### src/rtl/core/rgbhsl_pkg.sv
`default_nettype none
package rgbhsl_pkg;

  localparam int unsigned NumCells   = 17;
  localparam int unsigned HueSixth   = 3840;
  localparam int unsigned HueFull    = 23040;
  localparam int unsigned FracOne    = 65535;

  // One divider cell's working set, handed to the next cell each cycle that the pipeline advances.
  typedef struct packed {
    logic        vld;
    logic [24:0] rem_hue;   // partial remainder, hue division (2*num)
    logic [24:0] rem_sat;   // partial remainder, saturation division
    logic [9:0]  den_hue;   // 2*delta
    logic [9:0]  den_sat;   // 2*den
    logic [14:0] q_hue;
    logic [16:0] q_sat;
    logic [15:0] light;
    logic        gray;
  } div_beat_t;

endpackage
`default_nettype wire

### src/rtl/core/rgbhsl_front.sv
`default_nettype none
// Min/max, sector numerators and lightness for one pixel, registered.
module rgbhsl_front (
  input  wire logic                   clk,
  input  wire logic                   rst_n,
  input  wire logic                   en,
  input  wire logic                   vld_in,
  input  wire logic [7:0]             red,
  input  wire logic [7:0]             green,
  input  wire logic [7:0]             blue,
  output rgbhsl_pkg::div_beat_t       beat_out
);
  import rgbhsl_pkg::*;

  logic [7:0]  mx, mn, delta;
  logic [8:0]  sum, den;
  logic [23:0] num;
  logic [24:0] num2_sat;
  div_beat_t   beat_nxt, beat_r;

  always_comb begin
    mx = red;
    mn = red;
    if (green > mx) mx = green;
    if (blue > mx) mx = blue;
    if (green < mn) mn = green;
    if (blue < mn) mn = blue;
    delta = mx - mn;
    sum   = {1'b0, mx} + {1'b0, mn};
    den   = (sum < 9'd255) ? sum : (9'd510 - sum);
    // Sector numerator times 1/delta units; values fit in 24 bits
    if (red == mx) begin
      if (green >= blue) num = 24'(HueSixth) * 24'(green - blue);
      else num = 24'(HueFull) * 24'(delta) - 24'(HueSixth) * 24'(blue - green);
    end else if (green == mx) begin
      num = 24'(2 * HueSixth) * 24'(delta) + 24'(HueSixth) * 24'(blue)
          - 24'(HueSixth) * 24'(red);
    end else begin
      num = 24'(4 * HueSixth) * 24'(delta) + 24'(HueSixth) * 24'(red)
          - 24'(HueSixth) * 24'(green);
    end
    num2_sat = 25'(delta) * 25'(2 * FracOne);
    beat_nxt.vld     = vld_in;
    beat_nxt.gray    = (delta == 8'd0);
    // Rounding: (2n + d) / (2d)
    beat_nxt.rem_hue = {num, 1'b0} + 25'(delta);
    beat_nxt.rem_sat = num2_sat + 25'(den);
    beat_nxt.den_hue = (delta == 8'd0) ? 10'd2 : {1'b0, delta, 1'b0};
    beat_nxt.den_sat = (delta == 8'd0) ? 10'd2 : {den, 1'b0};
    beat_nxt.q_hue   = '0;
    beat_nxt.q_sat   = '0;
    beat_nxt.light   = 16'((18'(sum) * 18'd257 + 18'd1) >> 1);
  end

  always_ff @(posedge clk) begin
    if (!rst_n) begin
      beat_r.vld <= 1'b0;
    end else if (en) begin
      beat_r.vld <= beat_nxt.vld;
    end
    if (en) begin
      beat_r.rem_hue <= beat_nxt.rem_hue;
      beat_r.rem_sat <= beat_nxt.rem_sat;
      beat_r.den_hue <= beat_nxt.den_hue;
      beat_r.den_sat <= beat_nxt.den_sat;
      beat_r.q_hue   <= beat_nxt.q_hue;
      beat_r.q_sat   <= beat_nxt.q_sat;
      beat_r.light   <= beat_nxt.light;
      beat_r.gray    <= beat_nxt.gray;
    end
  end

  assign beat_out = beat_r;
endmodule
`default_nettype wire

### src/rtl/core/rgbhsl_cell.sv
`default_nettype none
// One restoring-division step at the bit position on bit_pos: saturation always, hue only below bit 15.
module rgbhsl_cell (
  input  wire logic                   clk,
  input  wire logic                   rst_n,
  input  wire logic                   en,
  input  wire logic [4:0]             bit_pos,
  input  wire rgbhsl_pkg::div_beat_t  beat_in,
  output rgbhsl_pkg::div_beat_t       beat_out
);
  import rgbhsl_pkg::*;

  logic [25:0] sh_hue, sh_sat;
  div_beat_t   beat_nxt, beat_r;

  always_comb begin
    beat_nxt = beat_in;
    sh_hue = 26'(beat_in.den_hue) << bit_pos;
    sh_sat = 26'(beat_in.den_sat) << bit_pos;
    // Subtract the shifted divisor where it fits, set the quotient bit
    if (bit_pos < 5'd15 && 26'(beat_in.rem_hue) >= sh_hue) begin
      beat_nxt.rem_hue = beat_in.rem_hue - sh_hue[24:0];
      beat_nxt.q_hue[bit_pos[3:0]] = 1'b1;
    end
    if (26'(beat_in.rem_sat) >= sh_sat) begin
      beat_nxt.rem_sat = beat_in.rem_sat - sh_sat[24:0];
      beat_nxt.q_sat[bit_pos] = 1'b1;
    end
  end

  always_ff @(posedge clk) begin
    if (!rst_n) begin
      beat_r.vld <= 1'b0;
    end else if (en) begin
      beat_r.vld <= beat_nxt.vld;
    end
    if (en) begin
      beat_r.rem_hue <= beat_nxt.rem_hue;
      beat_r.rem_sat <= beat_nxt.rem_sat;
      beat_r.den_hue <= beat_nxt.den_hue;
      beat_r.den_sat <= beat_nxt.den_sat;
      beat_r.q_hue   <= beat_nxt.q_hue;
      beat_r.q_sat   <= beat_nxt.q_sat;
      beat_r.light   <= beat_nxt.light;
      beat_r.gray    <= beat_nxt.gray;
    end
  end

  assign beat_out = beat_r;
endmodule
`default_nettype wire

### src/rtl/core/rgb_to_hsl_converter.sv
`default_nettype none
// RGB to HSL pixel converter.
// Input channel: in_valid/in_ready with in_red, in_green, in_blue (8 bits).
// Output channel: out_valid/out_ready with out_hue (1/64 degree, 0..23039),
// out_saturation and out_lightness (fraction times 65535) and out_is_gray.
// Every input beat yields exactly one output beat, in order.
// Throughput: one pixel per clock cycle while the receiver does not stall.
// Pipeline: one front stage (min/max, numerators, lightness) loaded at the
// accepting edge, then a chain of 17 restoring-division cells, one quotient
// bit each, then the output register.
// Reset (synchronous, active low) empties the whole pipeline.
// When the receiver stalls, the pipeline advances only while the output
// register is empty or being drained; in_ready falls with it, so the
// block stalls as a whole and no beat is lost.
module rgb_to_hsl_converter (
  input  wire logic        clk,
  input  wire logic        rst_n,
  input  wire logic        in_valid,
  output      logic        in_ready,
  input  wire logic [7:0]  in_red,
  input  wire logic [7:0]  in_green,
  input  wire logic [7:0]  in_blue,
  output      logic        out_valid,
  input  wire logic        out_ready,
  output      logic [14:0] out_hue,
  output      logic [15:0] out_saturation,
  output      logic [15:0] out_lightness,
  output      logic        out_is_gray
);
  import rgbhsl_pkg::*;

  logic      adv;
  div_beat_t chain [NumCells+1];
  logic        out_valid_r;
  logic [14:0] hue_r, hue_nxt;
  logic [15:0] sat_r, lit_r;
  logic        gray_r;

  // Advance the pipeline when the output slot is free or drains
  assign adv      = !out_valid_r || out_ready;
  assign in_ready = adv;

  rgbhsl_front u_front (
    .clk, .rst_n, .en(adv), .vld_in(in_valid),
    .red(in_red), .green(in_green), .blue(in_blue), .beat_out(chain[0])
  );

  // Quotient bits from the top down
  for (genvar i = 0; i < NumCells; i++) begin : g_cell
    rgbhsl_cell u_cell (
      .clk, .rst_n, .en(adv), .bit_pos(5'(NumCells - 1 - i)),
      .beat_in(chain[i]), .beat_out(chain[i+1])
    );
  end

  // Wrap a full turn to zero
  always_comb begin
    hue_nxt = chain[NumCells].q_hue;
    if (hue_nxt == 15'(HueFull)) hue_nxt = '0;
  end

  always_ff @(posedge clk) begin
    if (!rst_n) begin
      out_valid_r <= 1'b0;
    end else if (adv) begin
      out_valid_r <= chain[NumCells].vld;
    end
    if (adv) begin
      gray_r <= chain[NumCells].gray;
      lit_r  <= chain[NumCells].light;
      hue_r  <= chain[NumCells].gray ? '0 : hue_nxt;
      sat_r  <= chain[NumCells].gray ? '0 : chain[NumCells].q_sat[15:0];
    end
  end

  assign out_valid      = out_valid_r;
  assign out_hue        = hue_r;
  assign out_saturation = sat_r;
  assign out_lightness  = lit_r;
  assign out_is_gray    = gray_r;
endmodule
`default_nettype wire

### config.mk
export PLATFORM = sky130hd
export DESIGN_NAME = rgb_to_hsl_converter
export DESIGN_NICKNAME = d
export VERILOG_FILES = /design/src/rtl/core/rgbhsl_pkg.sv /design/src/rtl/core/rgbhsl_front.sv /design/src/rtl/core/rgbhsl_cell.sv /design/src/rtl/core/rgb_to_hsl_converter.sv
export SDC_FILE = /design/constraint.sdc
export NUM_CORES = 2
export LEC_CHECK = 0
export BUFFER_PORTS_ARGS = -buffer_cell sky130_fd_sc_hd__buf_4
export CORE_ASPECT_RATIO = 0.5
export CORE_MARGIN = 3
export CORE_UTILIZATION = 58
export DETAILED_ROUTE_END_ITERATION = 16
export PLACE_DENSITY = 0.77
export SLEW_MARGIN = 10
export SYNTH_ARGS = -nofsm -noshare
export SYNTH_HDL_FRONTEND = slang
export SYNTH_SLANG_ARGS = --single-unit
### constraint.sdc
create_clock -name clk -period 61.9 [get_ports clk]
set_input_delay 6.19 -clock clk [delete_from_list [all_inputs] [get_ports clk]]
set_output_delay 6.19 -clock clk [all_outputs]
set_load 0.01 [all_outputs]
==> impl_metrics.toml <==
[yosys]
yosys_warnings = 0
synth_cell_types = 96
avgSynthCellArea_um2 = 13.1
yosys_most_used_dff = "edfxtp_1"
syn_nets = 7247
synth-seq-cells = 1724
synthArstFlopShare_pct = 0
syn_area_um2 = 85300
synth-edff-count = 1705
syn_inst = 6516
yosysSeqAreaShare_pct = 60.5

[clock_network]
cts.sinks = 1724
cts_setup_buffers = 0
h-tree-depth = 4
cts_tree = "done"
clock_latency_ns = 0.78
numCtsBuffers = 154
post_cts_resized = 0
clockRootBuffer = "clkbuf_16"
cts_buffer_depth = 3
clkTransAtPathRegs_ns = 0.07
hold_buffers = 0

[sta]
post-route-period-util_pct = 28.9
grt_setup_unrepaired = "false"
hold_viol_final = 0
slew_viol_final = 0
setup_viol_count_final = 0
setup_tns_ns = 0
skew_ns = 0.0324
max_freq_mhz = 55.9
max_slew_margin_pct = 15.4
fin_crit_ns = 17.89
worstMarginPinSlew_ns = 1.26

[critical_path]
path_max_fanout = 26
regToRegEndpoint = "g_cell[12].u_cell.beat_out[67]"
r2r_start = "out_valid"
ff2ff_path_depth = 8
worstPathRequired_ns = 62.43
end_kind = "register"
critPathLaunchType = "input pin"
cpMostUsedCell = "ha_1"
cp.arrival_ns = 18.42
slowest_stage = "nor2_1"
critPathKind = "input pin to register"
max_stage_delay_ns = 0.86
ff2ff_setup_slack_ns = 55.95

[worst_hold_path]
hold_path_depth = 0
hp-start = "g_cell[11].u_cell.beat_out[23]"
holdPathEnd = "g_cell[12].u_cell.beat_out[23]"
holdCritPathClass = "register to register"

[floorplan]
ioPinCount = 78
core_area_um2 = 144000
die_w_um = 548
dieArea_um2 = 152000
rows = 98
die_y_um = 277
initial_utilization_pct = 59.0

[placed_design]
place.gp.congestion = 0.940
io_buffers = 77
hpwl_mm = 115
dpl_cell_area_um2 = 88300

[final_layout]
layout_commonest_cell = "edfxtp_1"
final_cell_mix = "1705 x edfxtp_1, 686 x inv_1, 548 x ha_1"
fin_util_pct = 64.5
final_area_um2 = 93100
drive_gt1_share_pct = 6.48
antenna_cells = 0
finalNetCount = 7439
syn2layout_area_growth_pct = 9.22
nFillCells = 10192

[routing]
drt_iter0_markers = 3039
drt_pass1_iterations = 6
wire_per_inst_um = 17.8
drc = 0
avgViaCountPerCell = 5.58
vias = 48979
wl_mm = 156
ant_nets = 0

[grt]
grt_start_max_net_pins = 223
grt_pass1_vias = 49770
grt_usage_pct = 20.5
grt-ovfl-total = 0
antenna_found_initial = 0
grt_pass1_wl_mm = 252

[outcome]
status = "complete, no violations"

[flow_run]
drv_cap = 0
==> kinds of logic after synthesis <==
group | share of synthesized area [%]
compound gates | 8.31
xor+xnor | 5.28
fa+ha+maj | 11.7
buf+inv | 3.41
flops | 60.5
mux | 1.24
simple gates | 9.58
==> cell type report <==
cell class	instances	area, um2	share of cell area [%]
Sequential cell	1724	51600	55.4
Tap cell	1950	2440	2.62
Clock buffer	189	4030	4.32
Multi-Input combinational cell	4027	30800	33.1
Inverter	688	2590	2.78
Clock inverter	91	825	0.885
Timing Repair Buffer	113	873	0.938
==> critical path, delay by kind of cell <==
family	cells	cell delay (ns)
buf+inv	4	0.77
fa+ha+maj	9	3.47
xor+xnor	3	0.60
simple gates	6	2.33
compound gates	15	5.04
==> through the flow <==
| stage | cells | setup WS, ns | hold slack [ns] |
|---|---|---|---|
| 3_3_place_gp | 8502 | 43.33 | 0.400 |
| 3_5_place_dp | 8502 | 43.29 | 0.405 |
| 2_1_floorplan | 6516 | 3.32 | 0.400 |
| 5_1_grt | 8782 | 42.94 | 0.414 |
| 6_report | 8782 | 44.01 | 0.398 |
| 4_1_cts | 8782 | 44.14 | 0.397 |
==> synth_stat cells, drive strengths merged (24+ instances only) <==
cell	count	share of area (%)
a211oi	35	0.31
a21boi	92	0.81
a21o	100	0.88
a21oi	267	1.6
a31oi	26	0.20
and2	26	0.19
and3	24	0.18
clkbuf	65	0.29
edfxtp	1705	60
fa	155	3.6
ha	548	8.0
inv	687	3.0
mux2	46	0.61
mux2i	54	0.63
nand2	403	1.8
nand2b	62	0.45
nand3	84	0.49
nand4	64	0.47
nand4b	30	0.31
nor2	370	1.6
nor2b	122	0.90
nor3	139	0.83
nor4	111	0.87
o21a	48	0.42
o21ai	311	1.8
o21bai	39	0.34
o31ai	65	0.59
or3	59	0.44
xnor2	300	3.1
xor2	211	2.2
==> sequential cells by signal, indices dropped and copies added, names as in the netlist <==
| signal | count |
|---|---|
| g_cell.u_cell.beat_out | 1593 |
| out_hue | 15 |
| out_is_gray | 1 |
| out_lightness | 16 |
| out_saturation | 16 |
| out_valid | 1 |
| u_front.beat_out | 82 |
==> worst max path at each step <==
stage / start / slack [ns] / endpoint / cells after the start
finish: in_red[6] / 44.01 / u_front.beat_out[93] / 37
global route: in_red[6] / 42.94 / u_front.beat_out[93] / 37
CTS: in_red[6] / 44.14 / u_front.beat_out[93] / 37
detailed placement: in_red[6] / 43.29 / u_front.beat_out[93] / 37
global placement: in_red[6] / 43.33 / u_front.beat_out[93] / 37
floorplan: out_ready / 3.32 / in_ready / 3
==> metal layers <==
| layer | global-route usage, % | wire length [um] | part of all wire (%) |
|---|---|---|---|
| met3 | 2.84 | 5480 | 3.5 |
| met2 | 36.3 | 78400 | 50 |
| met4 | 8.21 | 5900 | 3.8 |
| met5 | 0 | 0 | 0 |
| met1 | 25.5 | 66200 | 42 |
Power is not shown: default switching activity piles up to over one toggle a cycle in this logic, so the estimate is an artifact.
